--- config.mk ---
export PLATFORM = sky130hd
export DESIGN_NAME = integer_to_ascii_formatter_unit_flat
export DESIGN_NICKNAME = d
export VERILOG_FILES = /design/src/hw/rtl/ita_pkg.sv /design/src/hw/rtl/ita_if.sv /design/src/hw/rtl/ita_div_unit.sv /design/src/hw/rtl/integer_to_ascii_formatter_unit.sv /design/src/flat_wrapper.sv
export SDC_FILE = /design/constraint.sdc
export NUM_CORES = 1
export LEC_CHECK = 0
export ABC_CLOCK_PERIOD_IN_PS = 11600
export BUFFER_PORTS_ARGS = -buffer_cell sky130_fd_sc_hd__buf_2
export CORE_MARGIN = 5
export CORE_UTILIZATION = 49
export CTS_CLUSTER_DIAMETER = 200
export DETAILED_ROUTE_END_ITERATION = 16
export PLACE_DENSITY_LB_ADDON = 0.15
export SLEW_MARGIN = 20
export SYNTH_ARGS = -nofsm -noshare
export SYNTH_HDL_FRONTEND = slang
export SYNTH_HIERARCHICAL = 1
export SYNTH_SLANG_ARGS = --single-unit
--- constraint.sdc ---
create_clock -name clock -period 11.6 [get_ports clock]
set_input_delay 2.32 -clock clock [delete_from_list [all_inputs] [get_ports clock]]
set_output_delay 2.32 -clock clock [all_outputs]
set_load 0.02 [all_outputs]
--- src/hw/rtl/ita_pkg.sv ---
// Shared types, constants and helpers of the integer to ASCII formatter.
`default_nettype none

package ita_pkg;

   // Fixed field widths of the channels
   localparam int VALUE_W   = 64;
   localparam int MODE_W    = 2;
   localparam int PAD_BITS  = 6;
   localparam int CHAR_W    = 8;
   localparam int DIGIT_W   = 4;

   // Parameter defaults for the top level
   localparam int DEF_VALUE_BITS  = 64;
   localparam int DEF_DIGIT_STORE = 32;
   localparam int DEF_MAX_PAD     = 40;

   // Quotient bits resolved per cycle by the decimal divider
   localparam int DEC_STEP_BITS = 8;

   // ASCII codes
   localparam logic [CHAR_W-1:0] CHAR_MINUS = 8'h2D;
   localparam logic [CHAR_W-1:0] CHAR_X     = 8'h78;
   localparam logic [CHAR_W-1:0] CHAR_ZERO  = 8'h30;
   localparam logic [CHAR_W-1:0] CHAR_SPACE = 8'h20;
   localparam logic [CHAR_W-1:0] CHAR_LOW_A = 8'h61;

   typedef enum logic [MODE_W-1:0] {
      RADIX_DEC = 2'd0,
      RADIX_OCT = 2'd1,
      RADIX_HEX = 2'd2
   } radix_type;

   typedef enum logic [1:0] {
      ST_IDLE,
      ST_DIVIDE,
      ST_SETTLE,
      ST_EMIT
   } state_type;

   typedef struct packed {
      logic      start;
      radix_type radix;
   } div_ctrl_type;

   typedef struct packed {
      logic               done;
      logic [DIGIT_W-1:0] digit;
   } div_stat_type;

   // Map a digit value to its lowercase ASCII character
   function automatic logic [CHAR_W-1:0] digit_char(input logic [DIGIT_W-1:0] d);
      logic [CHAR_W-1:0] ch;
      if (d < DIGIT_W'(10)) begin
         ch = CHAR_ZERO + CHAR_W'(d);
      end else begin
         ch = CHAR_LOW_A + CHAR_W'(d) - CHAR_W'(10);
      end
      return ch;
   endfunction

endpackage

`default_nettype wire

--- src/hw/rtl/ita_if.sv ---
// Request and response channel interfaces of the integer to ASCII formatter.
`default_nettype none

interface ita_req_if import ita_pkg::*; ();
   logic                valid;
   logic                ready;
   logic [VALUE_W-1:0]  value;
   logic [MODE_W-1:0]   mode;
   logic                signed_value;
   logic                show_prefix;
   logic                zero_pad;
   logic [PAD_BITS-1:0] pad_width;

   modport source (
      output valid, value, mode, signed_value, show_prefix, zero_pad, pad_width,
      input  ready
   );
   modport sink (
      input  valid, value, mode, signed_value, show_prefix, zero_pad, pad_width,
      output ready
   );
endinterface

interface ita_rsp_if import ita_pkg::*; ();
   logic              valid;
   logic              ready;
   logic [CHAR_W-1:0] character;
   logic              last;

   modport source (
      output valid, character, last,
      input  ready
   );
   modport sink (
      input  valid, character, last,
      output ready
   );
endinterface

`default_nettype wire

--- src/hw/rtl/ita_div_unit.sv ---
// Iterative divider by the radix: yields one digit and the quotient per run.
`default_nettype none

module ita_div_unit import ita_pkg::*; #(
   parameter int VALUE_BITS = DEF_VALUE_BITS
) (
   input  wire logic                  clock,
   input  wire logic                  reset,
   input  wire div_ctrl_type          ctrl,
   input  wire logic [VALUE_BITS-1:0] operand,
   output      div_stat_type          stat,
   output      logic [VALUE_BITS-1:0] quotient
);

   localparam int CHUNKS = (VALUE_BITS + DEC_STEP_BITS - 1) / DEC_STEP_BITS;
   localparam int WORK_W = CHUNKS * DEC_STEP_BITS;
   localparam int CNT_W  = $clog2(CHUNKS + 1);

   logic [WORK_W-1:0]        work_ff, work_in;
   logic [DIGIT_W-1:0]       rem_ff, rem_in;
   logic [CNT_W-1:0]         cnt_ff, cnt_in;
   logic                     busy_ff, busy_in;
   logic                     done_ff, done_in;
   radix_type                radix_ff, radix_in;

   always_comb begin
      logic [DIGIT_W-1:0]       r;
      logic [DIGIT_W:0]         t;
      logic [DEC_STEP_BITS-1:0] qbits;
      work_in  = work_ff;
      rem_in   = rem_ff;
      cnt_in   = cnt_ff;
      busy_in  = busy_ff;
      done_in  = 1'b0;
      radix_in = radix_ff;
      r        = rem_ff;
      t        = '0;
      qbits    = '0;
      if (ctrl.start) begin
         work_in  = WORK_W'(operand);
         rem_in   = '0;
         cnt_in   = CNT_W'(CHUNKS);
         busy_in  = 1'b1;
         radix_in = ctrl.radix;
      end else if (busy_ff) begin
         case (radix_ff)
            RADIX_DEC: begin
               // restoring division by ten over one chunk, top bit first
               for (int i = 0; i < DEC_STEP_BITS; i++) begin
                  t = {r, work_ff[WORK_W-1-i]};
                  qbits[DEC_STEP_BITS-1-i] = (t >= (DIGIT_W+1)'(10));
                  if (t >= (DIGIT_W+1)'(10)) begin
                     r = DIGIT_W'(t - (DIGIT_W+1)'(10));
                  end else begin
                     r = t[DIGIT_W-1:0];
                  end
               end
               work_in = (work_ff << DEC_STEP_BITS) | WORK_W'(qbits);
               rem_in  = r;
               cnt_in  = cnt_ff - CNT_W'(1);
               if (cnt_ff == CNT_W'(1)) begin
                  busy_in = 1'b0;
                  done_in = 1'b1;
               end
            end
            RADIX_OCT: begin
               rem_in  = {1'b0, work_ff[2:0]};
               work_in = work_ff >> 3;
               busy_in = 1'b0;
               done_in = 1'b1;
            end
            default: begin
               rem_in  = work_ff[DIGIT_W-1:0];
               work_in = work_ff >> DIGIT_W;
               busy_in = 1'b0;
               done_in = 1'b1;
            end
         endcase
      end
   end

   always_ff @(posedge clock) begin
      if (reset) begin
         busy_ff <= 1'b0;
         done_ff <= 1'b0;
      end else begin
         busy_ff <= busy_in;
         done_ff <= done_in;
      end
      work_ff  <= work_in;
      rem_ff   <= rem_in;
      cnt_ff   <= cnt_in;
      radix_ff <= radix_in;
   end

   assign stat.done  = done_ff;
   assign stat.digit = rem_ff;
   assign quotient   = work_ff[VALUE_BITS-1:0];

endmodule

`default_nettype wire

--- src/hw/rtl/integer_to_ascii_formatter_unit.sv ---
// Top level of the integer to ASCII formatter: sequencer, digit store and output stage.
`default_nettype none

// Channel   Dir  Payload                                           Handshake
// req_ch    in   value, mode, signed_value, show_prefix,          valid / ready
//                zero_pad, pad_width
// rsp_ch    out  character, last                                  valid / ready
//
// Digits: decimal digits come from the shared divider, which resolves 8 quotient bits a
// cycle over CHUNKS = ceil(VALUE_BITS/8) chunks (8 at 64 bits); octal and hex digits are
// shifted out of the low bits by the same divider. The settle state follows, then one
// character a cycle while rsp_ch is ready. req_ch is ready only between transactions.
// Reset clears the sequencer, divider control and output valid; the digit store
// needs no clearing since only digits of the current transaction are read.
// A stall on rsp_ch holds the current character and freezes emission.

module integer_to_ascii_formatter_unit import ita_pkg::*; #(
   parameter int VALUE_BITS  = DEF_VALUE_BITS,
   parameter int DIGIT_STORE = DEF_DIGIT_STORE,
   parameter int MAX_PAD     = DEF_MAX_PAD
) (
   input wire logic clock,
   input wire logic reset,
   ita_req_if.sink   req_ch,
   ita_rsp_if.source rsp_ch
);

   localparam int AW    = $clog2(DIGIT_STORE);
   localparam int LEN_W = $clog2(DIGIT_STORE + 1);
   localparam int CMP_W = (LEN_W > PAD_BITS) ? LEN_W : PAD_BITS;

   state_type             state_ff, state_in;
   radix_type             radix_ff, radix_in;
   logic                  sign_ff, sign_in;
   logic [1:0]            prefix_cnt_ff, prefix_cnt_in;
   logic                  zpad_ff, zpad_in;
   logic [PAD_BITS-1:0]   width_ff, width_in;
   logic [PAD_BITS-1:0]   pad_cnt_ff, pad_cnt_in;
   logic [LEN_W-1:0]      len_ff, len_in;
   logic [AW-1:0]         rd_ptr_ff, rd_ptr_in;
   logic [DIGIT_W-1:0]    rd_data_ff;
   logic                  rsp_valid_ff, rsp_valid_in;
   logic [CHAR_W-1:0]     rsp_char_ff, rsp_char_in;
   logic                  rsp_last_ff, rsp_last_in;

   logic [DIGIT_W-1:0]    digit_mem [DIGIT_STORE];

   div_ctrl_type          div_ctrl;
   div_stat_type          div_stat;
   logic [VALUE_BITS-1:0] div_operand;
   logic [VALUE_BITS-1:0] div_quotient;

   radix_type             radix_sel;
   logic [VALUE_BITS-1:0] raw_value;
   logic                  is_neg;
   logic [VALUE_BITS-1:0] magnitude;
   logic [PAD_BITS-1:0]   width_sat;
   logic                  req_fire;
   logic                  out_free;
   logic                  mem_we;
   logic [LEN_W-1:0]      len_dec;
   logic [CMP_W-1:0]      pad_diff;

   ita_div_unit #(
      .VALUE_BITS(VALUE_BITS)
   ) u_div (
      .clock    (clock),
      .reset    (reset),
      .ctrl     (div_ctrl),
      .operand  (div_operand),
      .stat     (div_stat),
      .quotient (div_quotient)
   );

   // Decode the request; radix code three falls to hex
   always_comb begin
      case (req_ch.mode)
         RADIX_DEC: radix_sel = RADIX_DEC;
         RADIX_OCT: radix_sel = RADIX_OCT;
         default:   radix_sel = RADIX_HEX;
      endcase
   end

   assign raw_value = req_ch.value[VALUE_BITS-1:0];
   assign is_neg    = req_ch.signed_value & raw_value[VALUE_BITS-1];
   // the most negative value negates to itself, which reads right as unsigned
   assign magnitude = is_neg ? (~raw_value + VALUE_BITS'(1)) : raw_value;
   assign width_sat = (req_ch.pad_width > PAD_BITS'(MAX_PAD)) ?
                      PAD_BITS'(MAX_PAD) : req_ch.pad_width;

   // hold off requests while reset is applied
   assign req_ch.ready = (state_ff == ST_IDLE) & ~reset;
   assign req_fire     = req_ch.valid & req_ch.ready;
   assign out_free     = ~rsp_valid_ff | rsp_ch.ready;
   assign len_dec      = len_ff - LEN_W'(1);
   assign pad_diff     = CMP_W'(width_ff) - CMP_W'(len_ff);

   always_comb begin
      state_in      = state_ff;
      radix_in      = radix_ff;
      sign_in       = sign_ff;
      prefix_cnt_in = prefix_cnt_ff;
      zpad_in       = zpad_ff;
      width_in      = width_ff;
      pad_cnt_in    = pad_cnt_ff;
      len_in        = len_ff;
      rd_ptr_in     = rd_ptr_ff;
      rsp_valid_in  = rsp_valid_ff & ~rsp_ch.ready;
      rsp_char_in   = rsp_char_ff;
      rsp_last_in   = rsp_last_ff;
      div_ctrl.start = 1'b0;
      div_ctrl.radix = radix_ff;
      div_operand    = div_quotient;
      mem_we         = 1'b0;

      case (state_ff)
         ST_IDLE: begin
            div_ctrl.radix = radix_sel;
            div_operand    = magnitude;
            if (req_fire) begin
               radix_in       = radix_sel;
               sign_in        = is_neg;
               prefix_cnt_in  = (req_ch.show_prefix && radix_sel == RADIX_HEX) ? 2'd2 : 2'd0;
               zpad_in        = req_ch.zero_pad;
               width_in       = width_sat;
               len_in         = '0;
               div_ctrl.start = 1'b1;
               state_in       = ST_DIVIDE;
            end
         end
         ST_DIVIDE: begin
            // store each digit, least significant first; drop digits past the store
            if (div_stat.done) begin
               if (len_ff < LEN_W'(DIGIT_STORE)) begin
                  mem_we = 1'b1;
                  len_in = len_ff + LEN_W'(1);
               end
               if (div_quotient == '0) begin
                  state_in = ST_SETTLE;
               end else begin
                  div_ctrl.start = 1'b1;
               end
            end
         end
         ST_SETTLE: begin
            // padding count and first read address, once the digit count is final
            pad_cnt_in = (CMP_W'(width_ff) > CMP_W'(len_ff)) ? pad_diff[PAD_BITS-1:0] : '0;
            rd_ptr_in  = len_dec[AW-1:0];
            state_in   = ST_EMIT;
         end
         ST_EMIT: begin
            if (out_free) begin
               rsp_valid_in = 1'b1;
               rsp_last_in  = 1'b0;
               if (sign_ff) begin
                  rsp_char_in = CHAR_MINUS;
                  sign_in     = 1'b0;
               end else if (prefix_cnt_ff != 2'd0) begin
                  rsp_char_in   = (prefix_cnt_ff == 2'd2) ? CHAR_ZERO : CHAR_X;
                  prefix_cnt_in = prefix_cnt_ff - 2'd1;
               end else if (pad_cnt_ff != '0) begin
                  rsp_char_in = zpad_ff ? CHAR_ZERO : CHAR_SPACE;
                  pad_cnt_in  = pad_cnt_ff - PAD_BITS'(1);
               end else begin
                  // digits go out most significant first
                  rsp_char_in = digit_char(rd_data_ff);
                  if (rd_ptr_ff == '0) begin
                     rsp_last_in = 1'b1;
                     state_in    = ST_IDLE;
                  end else begin
                     rd_ptr_in = rd_ptr_ff - AW'(1);
                  end
               end
            end
         end
         default: begin
            state_in = ST_IDLE;
         end
      endcase
   end

   always_ff @(posedge clock) begin
      if (reset) begin
         state_ff     <= ST_IDLE;
         rsp_valid_ff <= 1'b0;
      end else begin
         state_ff     <= state_in;
         rsp_valid_ff <= rsp_valid_in;
      end
      radix_ff      <= radix_in;
      sign_ff       <= sign_in;
      prefix_cnt_ff <= prefix_cnt_in;
      zpad_ff       <= zpad_in;
      width_ff      <= width_in;
      pad_cnt_ff    <= pad_cnt_in;
      len_ff        <= len_in;
      rd_ptr_ff     <= rd_ptr_in;
      rsp_char_ff   <= rsp_char_in;
      rsp_last_ff   <= rsp_last_in;
   end

   // Digit store; the read follows the next pointer so rd_data_ff matches rd_ptr_ff
   always_ff @(posedge clock) begin
      if (mem_we) begin
         digit_mem[len_ff[AW-1:0]] <= div_stat.digit;
      end
      rd_data_ff <= digit_mem[rd_ptr_in];
   end

   assign rsp_ch.valid     = rsp_valid_ff;
   assign rsp_ch.character = rsp_char_ff;
   assign rsp_ch.last      = rsp_last_ff;

   // Emission reads only digits that were stored for this transaction
   a_emit_ptr: assert property (@(posedge clock) disable iff (reset)
      state_ff == ST_EMIT |-> (len_ff != '0 && LEN_W'(rd_ptr_ff) < len_ff))
      else $error("digit pointer outside stored digits");

   // The divider finishes only while the sequencer waits on it
   a_div_done: assert property (@(posedge clock) disable iff (reset)
      div_stat.done |-> state_ff == ST_DIVIDE)
      else $error("divider done outside divide phase");

   // A character that is not the final one leaves the block mid-transaction
   a_not_last: assert property (@(posedge clock) disable iff (reset)
      (rsp_ch.valid && !rsp_ch.last) |-> state_ff == ST_EMIT)
      else $error("non-final character without pending emission");

endmodule

`default_nettype wire
--- src/flat_wrapper.sv ---
// flat-port wrapper written by rule: the top's interface ports become plain ports
module integer_to_ascii_formatter_unit_flat import ita_pkg::*;
#(
   parameter int VALUE_BITS  = DEF_VALUE_BITS,
   parameter int DIGIT_STORE = DEF_DIGIT_STORE,
   parameter int MAX_PAD     = DEF_MAX_PAD
)
  (clock, reset, req_ch_valid, req_ch_value, req_ch_mode, req_ch_signed_value, req_ch_show_prefix, req_ch_zero_pad, req_ch_pad_width, req_ch_ready, rsp_ch_valid, rsp_ch_character, rsp_ch_last, rsp_ch_ready);
  ita_req_if req_ch_i ();
  ita_rsp_if rsp_ch_i ();
  input wire logic clock;
  input wire logic reset;
  input wire logic [$bits(req_ch_i.valid)-1:0] req_ch_valid;
  input wire logic [$bits(req_ch_i.value)-1:0] req_ch_value;
  input wire logic [$bits(req_ch_i.mode)-1:0] req_ch_mode;
  input wire logic [$bits(req_ch_i.signed_value)-1:0] req_ch_signed_value;
  input wire logic [$bits(req_ch_i.show_prefix)-1:0] req_ch_show_prefix;
  input wire logic [$bits(req_ch_i.zero_pad)-1:0] req_ch_zero_pad;
  input wire logic [$bits(req_ch_i.pad_width)-1:0] req_ch_pad_width;
  output wire logic [$bits(req_ch_i.ready)-1:0] req_ch_ready;
  output wire logic [$bits(rsp_ch_i.valid)-1:0] rsp_ch_valid;
  output wire logic [$bits(rsp_ch_i.character)-1:0] rsp_ch_character;
  output wire logic [$bits(rsp_ch_i.last)-1:0] rsp_ch_last;
  input wire logic [$bits(rsp_ch_i.ready)-1:0] rsp_ch_ready;
  assign req_ch_i.valid = req_ch_valid;
  assign req_ch_i.value = req_ch_value;
  assign req_ch_i.mode = req_ch_mode;
  assign req_ch_i.signed_value = req_ch_signed_value;
  assign req_ch_i.show_prefix = req_ch_show_prefix;
  assign req_ch_i.zero_pad = req_ch_zero_pad;
  assign req_ch_i.pad_width = req_ch_pad_width;
  assign req_ch_ready = req_ch_i.ready;
  assign rsp_ch_valid = rsp_ch_i.valid;
  assign rsp_ch_character = rsp_ch_i.character;
  assign rsp_ch_last = rsp_ch_i.last;
  assign rsp_ch_i.ready = rsp_ch_ready;
  integer_to_ascii_formatter_unit #(.VALUE_BITS(VALUE_BITS), .DIGIT_STORE(DIGIT_STORE), .MAX_PAD(MAX_PAD)) u_core (.clock(clock), .reset(reset), .req_ch(req_ch_i), .rsp_ch(rsp_ch_i));
endmodule
==> results.json, run 1 <==
{
  "worstPathArrival_ns": 9.96,
  "status": "finished clean",
  "report.final.slew_viol_count": 0,
  "timing.critical_path.max_delay_family": "compound AO/OA/AOI/OAI gates",
  "buffer_ports.inserted": 88,
  "worstMarginPinSlew_ns": 0.924,
  "drt_iter0_drc": 1339,
  "crit_type": "reg2reg",
  "post_synth_xor_xnor_area_pct": 4.47,
  "synth_cells": 1617,
  "netlist_area_before_placement_um2": 15700,
  "layout.filler_cells": 2800,
  "final_critical_path_setup_slack_ns": 2.09,
  "initial_utilization_pct": 49.7,
  "drt_first_pass_iters": 7,
  "ys_warn_count": 6,
  "detail-route-antenna-nets": 0,
  "share_of_the_cycle_needed_by_the_critical_path_after_routing_pct": 82.0,
  "hold_buffers": 0,
  "gp_routability_congestion": 0.897,
  "cts.root.buffer_cell": "clkbuf_16",
  "place.detailed.hpwl_um": 28400,
  "cts_buffer_depth": 3,
  "wire_length_of_the_first_global_routing_pass_um": 65900,
  "cp-start-kind": "register",
  "cp_data_required_time_ns": 12.04,
  "number_of_enable_flip_flop_cells_after_synthesis": 226,
  "timing.hold.worst.class": "reg2reg",
  "number_of_sinks_driven_by_the_clock_tree": 248,
  "power.share.sequential_pct": 26.5,
  "path_clk_slew_ns": 0.06,
  "hold_violations": 0,
  "route.detailed.wl_per_inst_um": 19.7,
  "antenna_found_initial": 0,
  "hold_depth": 2,
  "peakVddDrop_uv": 291,
  "dieArea_um2": 35700,
  "h-tree-depth": 1,
  "maximum_number_of_pins_on_one_net_before_global_route_repair": 89,
  "synth_compound_area_share_pct": 17.1,
  "switching_power_of_the_nets_mw": 2.52,
  "comb_power_share_pct": 57.1,
  "worst_slew_margin_rel_pct": 37.6,
  "numCtsBuffers": 27,
  "postSynthNetCount": 1728,
  "detail_route.vias_per_cell": 5.96,
  "setup_total_negative_slack_ns": 0,
  "number_of_placed_cells_counting_well_taps": 2035,
  "io_pins": 90,
  "grt_pass1_vias": 12000,
  "grt_overflow": 0,
  "drc": 0,
  "clockPowerShare_pct": 16.4,
  "placementRows": 65,
  "clock_latency_on_the_worst_skew_pair_ns": 0.55,
  "instances_no_fill": 2087,
  "cp-end-kind": "register",
  "delay_contributed_by_the_slowest_stage_of_the_critical_path_ns": 0.53,
  "post_synth_adder_cell_area_pct": 2.60,
  "ys_seq_area_share_pct": 46.1,
  "synth_top_family_by_area": "compound AO/OA/AOI/OAI gates",
  "yosys_register_bits": 248,
  "pre_cts_slack_ns": 2.29,
  "crit_slowest_cell": "mux2i_2",
  "die_width_um": 189,
  "final-setup-viol-count": 0,
  "synthMuxAreaShare_pct": 9.31,
  "hold_slack_ns": 0.505,
  "cts.repair_timing.setup_buffer_count": 0,
  "cp_bufs_invs": 7,
  "chipHeight_um": 189,
  "total_leakage_power_nw": 6.33,
  "cts.repair.resized": 0,
  "crit_path_max_fanout": 39,
  "globalRouteTotalUtil_pct": 22.5,
  "via_count": 12400,
  "final.min_clock_period_ns": 9.51,
  "cell_internal_pwr_mw": 3.05,
  "max_clock_freq_mhz": 105,
  "synth-simple-area-share_pct": 16.1,
  "post_route_cells_drive_above_1_share_pct": 12.4,
  "unrepaired_setup_endpoints_after_global_routing": "false",
  "timing.max_cap.violations": 0,
  "number_of_unique_standard_cell_types_used_by_synthesis": 98,
  "power.share.switching_pct": 45.3,
  "area_growth_pct": 10.8,
  "skew_ns": 0.0126,
  "crit_top_cell": "ha_1",
  "power_density_nw_per_um2": 321,
  "share_of_flip_flops_with_an_asynchronous_set_or_reset_after_synthesis_pct": 0,
  "synth-main-ff-cell": "edfxtp_1",
  "core_region_area_um2": 31600,
  "nNetsFinal": 1773,
  "routed_wl_um": 41100,
  "syn_avg_cell_area_um2": 9.70,
  "register_to_register_path_depth": 40,
  "clock_tree_from_tritoncts": "yes",
  "cp_num_cells": 40
}
[stage by stage]
step	power [mW]	cell area, um2	util [%]
after global placement	4.57	16400	51.9
final	5.57	17400	55.1
after detailed placement	4.63	16400	52.0
after floorplan	3.95	15700	-
after global routing	5.99	17400	55.0
after CTS	5.57	17400	55.0
[final cells by class]
type / instances / area [um2] / share of cell area, %
multi-input combinational: 1212 / 7830 / 45.1
tap: 402 / 503 / 2.89
clock inverter: 15 / 170 / 0.979
sequential: 248 / 7230 / 41.6
antenna: 2 / 5.00 / 0.0288
timing repair buffer: 109 / 598 / 3.44
clock buffer: 35 / 798 / 4.59
inverter: 64 / 240 / 1.38
[metal layers]
metal,track usage [%],vias to the layer above,wire [um]
met5,0,-,0
met2,38.8,391,20000
met3,2.91,66,2500
li1,-,6075,-
met4,5.41,0,999
met1,30.3,5904,17600
[flip-flops by register name, summed over array words and instances, names as in the netlist, 2 cells and up]
register and count:
u_core/digit_mem 128, u_core/u_div/quotient 64, u_core/rsp_ch.character 7, u_core/len_ff 6
u_core/pad_cnt_ff 6, u_core/width_ff 6, u_core/rd_ptr_ff 5, u_core/rd_data_ff 4
u_core/u_div/cnt_ff 4, u_core/u_div/rem_ff 4, u_core/prefix_cnt_ff 2, u_core/radix_ff 2
u_core/state_ff 2, u_core/u_div/radix_ff 2
[power by group through the flow]
stage	clock network (mW)	logic, mW	registers, mW
finish	0.914	3.18	1.48
global route	0.971	3.52	1.50
CTS	0.934	3.16	1.48
detailed placement	0	3.14	1.49
global placement	0	3.08	1.49
floorplan	0	2.55	1.41
[synthesized netlist by cell type (18+ instances only)]
master / count / area (um2)
o21ai_0: 102 / 510
xor2_1: 36 / 315
edfxtp_1: 226 / 6790
nand3_1: 23 / 115
nor4_1: 29 / 181
nor3_1: 36 / 180
xnor2_1: 44 / 385
ha_1: 31 / 388
nor2_1: 213 / 800
inv_1: 59 / 221
dfxtp_1: 22 / 440
a22oi_1: 18 / 135
nand2_1: 138 / 518
a21oi_1: 156 / 781
clkbuf_1: 65 / 244
mux2i_1: 128 / 1280
[logic make-up after synthesis]
| group | Yosys count |
|---|---|
| and+or+nand+nor | 538 |
| AOI/OAI and AO/OA | 419 |
| DFF | 248 |
| buffers and inverters | 157 |
| muxes | 141 |
| xor gates and xnor gates | 80 |
| adders and majority gates | 32 |
| other | 2 |
[path summary, 6_finish.rpt]
path                                       start                             endpoint  slack [ns]
max          u_core/u_div/rem_ff[1]$_SDFFE_PP0P_  u_core/u_div/rem_ff[1]$_SDFFE_PP0P_        2.09
min          u_core/u_div/cnt_ff[3]$_SDFFE_PP1P_  u_core/u_div/cnt_ff[3]$_SDFFE_PP1P_        0.51
max reg2reg  u_core/u_div/rem_ff[1]$_SDFFE_PP0P_  u_core/u_div/rem_ff[1]$_SDFFE_PP0P_        2.09
min reg2reg  u_core/u_div/cnt_ff[3]$_SDFFE_PP1P_  u_core/u_div/cnt_ff[3]$_SDFFE_PP1P_        0.51
[placed cells by master, fill, tap and decap left out, types with 11 or more instances in the layout]
cell	n
a21oi_1	156
a221oi_1	15
a22oi_1	18
and2_1	12
buf_2	88
buf_4	21
clkbuf_16	29
dfxtp_1	22
edfxtp_1	226
ha_1	30
inv_1	59
mux2i_1	128
nand2_1	138
nand2b_1	16
nand3_1	23
nand4_1	11
nor2_1	213
nor3_1	36
nor4_1	28
o21ai_0	101
o31ai_1	15
xnor2_1	44
xor2_1	36
[worst min-delay path, cell delays in order (launching register included)]
cell	delay (ns)
dfxtp_1	0.35
xnor2_1	0.07
nand2b_1	0.06
No activity file was read; power rests on OpenSTA's default activity.
==> run 2, diff against run 1 <==
ABC_CLOCK_PERIOD_IN_PS = 8300   (was 11600)
clock period = 8.3 ns   (was 11.6 ns; I/O delays follow)
==> results.json, run 2 (same netlist as run 1, synthesis figures left out) <==
{
  "status": "finished clean",
  "final.min_clock_period_ns": 7.81,
  "timing.max_cap.violations": 0,
  "cp-startpoint": "u_core/u_div/rem_ff[1]$_SDFFE_PP0P_",
  "skew_ns": 0.0125,
  "delay_contributed_by_the_slowest_stage_of_the_critical_path_ns": 0.39,
  "crit_type": "reg2reg",
  "power.share.switching_pct": 45.0,
  "route.met2.wl_um": 20000,
  "drc": 0,
  "hold_depth": 2,
  "h-tree-depth": 1,
  "register_to_register_path_depth": 39,
  "drt_iter0_drc": 1067,
  "clockPowerShare_pct": 14.8,
  "io_pins": 90,
  "cts_buffer_depth": 3,
  "grt_overflow": 0,
  "cp_bufs_invs": 4,
  "cp_data_required_time_ns": 8.72,
  "final_critical_path_setup_slack_ns": 0.489,
  "share_of_the_cycle_needed_by_the_critical_path_after_routing_pct": 94.1,
  "buffer_ports.inserted": 88,
  "wire_length_of_the_first_global_routing_pass_um": 66100,
  "number_of_placed_cells_counting_well_taps": 2040,
  "drt_first_pass_iters": 5,
  "worstPathArrival_ns": 8.23,
  "chipHeight_um": 189,
  "totalPowerFinal_mw": 7.97,
  "dieArea_um2": 35700,
  "hold_slack_ns": 0.508,
  "crit_slowest_cell": "ha_1",
  "topRoutingLayerUsed": "met5",
  "pre_cts_slack_ns": 0.185,
  "cts.root.buffer_cell": "clkbuf_16",
  "final_cell_mix": "edfxtp_1, nor2_1, a21oi_1",
  "worstMarginPinSlew_ns": 1.16,
  "antenna_cells_inserted": 0,
  "gp_routability_congestion": 0.898,
  "path_clk_slew_ns": 0.06,
  "globalRouteTotalUtil_pct": 22.5,
  "area_growth_pct": 11.0,
  "post_route_cells_drive_above_1_share_pct": 13.2,
  "via_count": 12400,
  "timing.hold.worst.class": "reg2reg",
  "clock_tree_from_tritoncts": "yes",
  "comb_power_share_pct": 59.1,
  "die_width_um": 189,
  "register_area_um2": 7230,
  "instances_no_fill": 2096,
  "layout.filler_cells": 2799,
  "maximum_number_of_pins_on_one_net_before_global_route_repair": 113,
  "layout.cells.most_common": "edfxtp_1",
  "power_density_nw_per_um2": 458,
  "met1_length_um": 18000,
  "clock_latency_on_the_worst_skew_pair_ns": 0.53,
  "total_leakage_power_nw": 6.33,
  "utilization_pct": 55.2,
  "hold_buffers": 0,
  "antenna_found_initial": 1,
  "place.detailed.hpwl_um": 28600,
  "numCtsBuffers": 28,
  "detail_route.vias_per_cell": 5.93,
  "max_clock_freq_mhz": 128,
  "worstHoldStart": "u_core/u_div/cnt_ff[3]$_SDFFE_PP1P_",
  "routed_wl_um": 41300,
  "nNetsFinal": 1784,
  "report.final.slew_viol_count": 0,
  "cp-end-kind": "register",
  "cp-start-kind": "register",
  "critical_path.reg2reg.startpoint": "u_core/u_div/rem_ff[1]$_SDFFE_PP0P_",
  "route.detailed.wl_per_inst_um": 19.7,
  "detailroute.wirelength.met3_um": 2340,
  "crit_path_max_fanout": 8,
  "initial_utilization_pct": 49.7,
  "final-setup-viol-count": 0,
  "largest_register_ffs": 128,
  "placementRows": 65,
  "worst_slew_margin_rel_pct": 21.7,
  "switching_power_of_the_nets_mw": 3.59,
  "cell_internal_pwr_mw": 4.38,
  "cp_num_cells": 39,
  "core_region_area_um2": 31600,
  "detail-route-antenna-nets": 0,
  "hold_violations": 0,
  "timing.critical_path.max_delay_family": "compound AO/OA/AOI/OAI gates",
  "peakVddDrop_uv": 383,
  "grt_pass1_vias": 12100,
  "power.share.sequential_pct": 26.0,
  "number_of_sinks_driven_by_the_clock_tree": 248,
  "multi_input_comb_area_um2": 7890
}
run 2: per-layer routing:
metal	GRT usage [%]	up-vias
li1	-	6085
met2	38.1	381
met3	2.43	76
met1	31.1	5879
met5	0	-
met4	5.72	2
run 2: path summary, 6_finish.rpt:
check | end | slack (ns)
worst max-delay path | u_core/u_div/rem_ff[1]$_SDFFE_PP0P_ | 0.49
worst min-delay path | u_core/u_div/cnt_ff[3]$_SDFFE_PP1P_ | 0.51
worst max register to register | u_core/u_div/rem_ff[1]$_SDFFE_PP0P_ | 0.49
worst min register to register | u_core/u_div/cnt_ff[3]$_SDFFE_PP1P_ | 0.51
run 2: cell type report:
| class | count | share of cell area [%] |
|---|---|---|
| clock inverters | 12 | 0.675 |
| repair buffers | 119 | 3.86 |
| flip-flops and latches | 248 | 41.5 |
| clock buffers | 39 | 4.38 |
| inverters | 64 | 1.38 |
| multi-input cells | 1212 | 45.3 |
| well taps | 402 | 2.89 |
run 2: metrics by stage:
stage          setup TNS (ns)  area (um2)
3_5_place_dp                0       16400
4_1_cts                     0       17300
2_1_floorplan               0       15700
3_3_place_gp                0       16400
5_1_grt               -0.0341       17400
6_report                    0       17400
run 2: what timing repair did:
item,4_1_cts,5_1_grt
resized for setup,0,14
setup endpoints to repair,0,4
hold endpoints to repair,0,0
buffers inserted,0,5
run 2: worst register-to-register path, delay by kind of cell, from the launching register on:
family,cells,cell delay [ns]
AOI/OAI and AO/OA,17,3.51
DFF,1,0.31
adders and majority gates,7,1.78
xor gates and xnor gates,1,0.14
and+or+nand+nor,8,1.28
muxes,2,0.33
buffers and inverters,4,0.36
run 2: power by group through the flow:
stage	logic (mW)	registers, mW	clock network [mW]
after floorplan	3.56	1.97	0
after global placement	4.37	2.09	0
after detailed placement	4.46	2.09	0
after CTS	4.48	2.07	1.21
after global routing	5.19	2.10	1.27
final	4.72	2.07	1.18
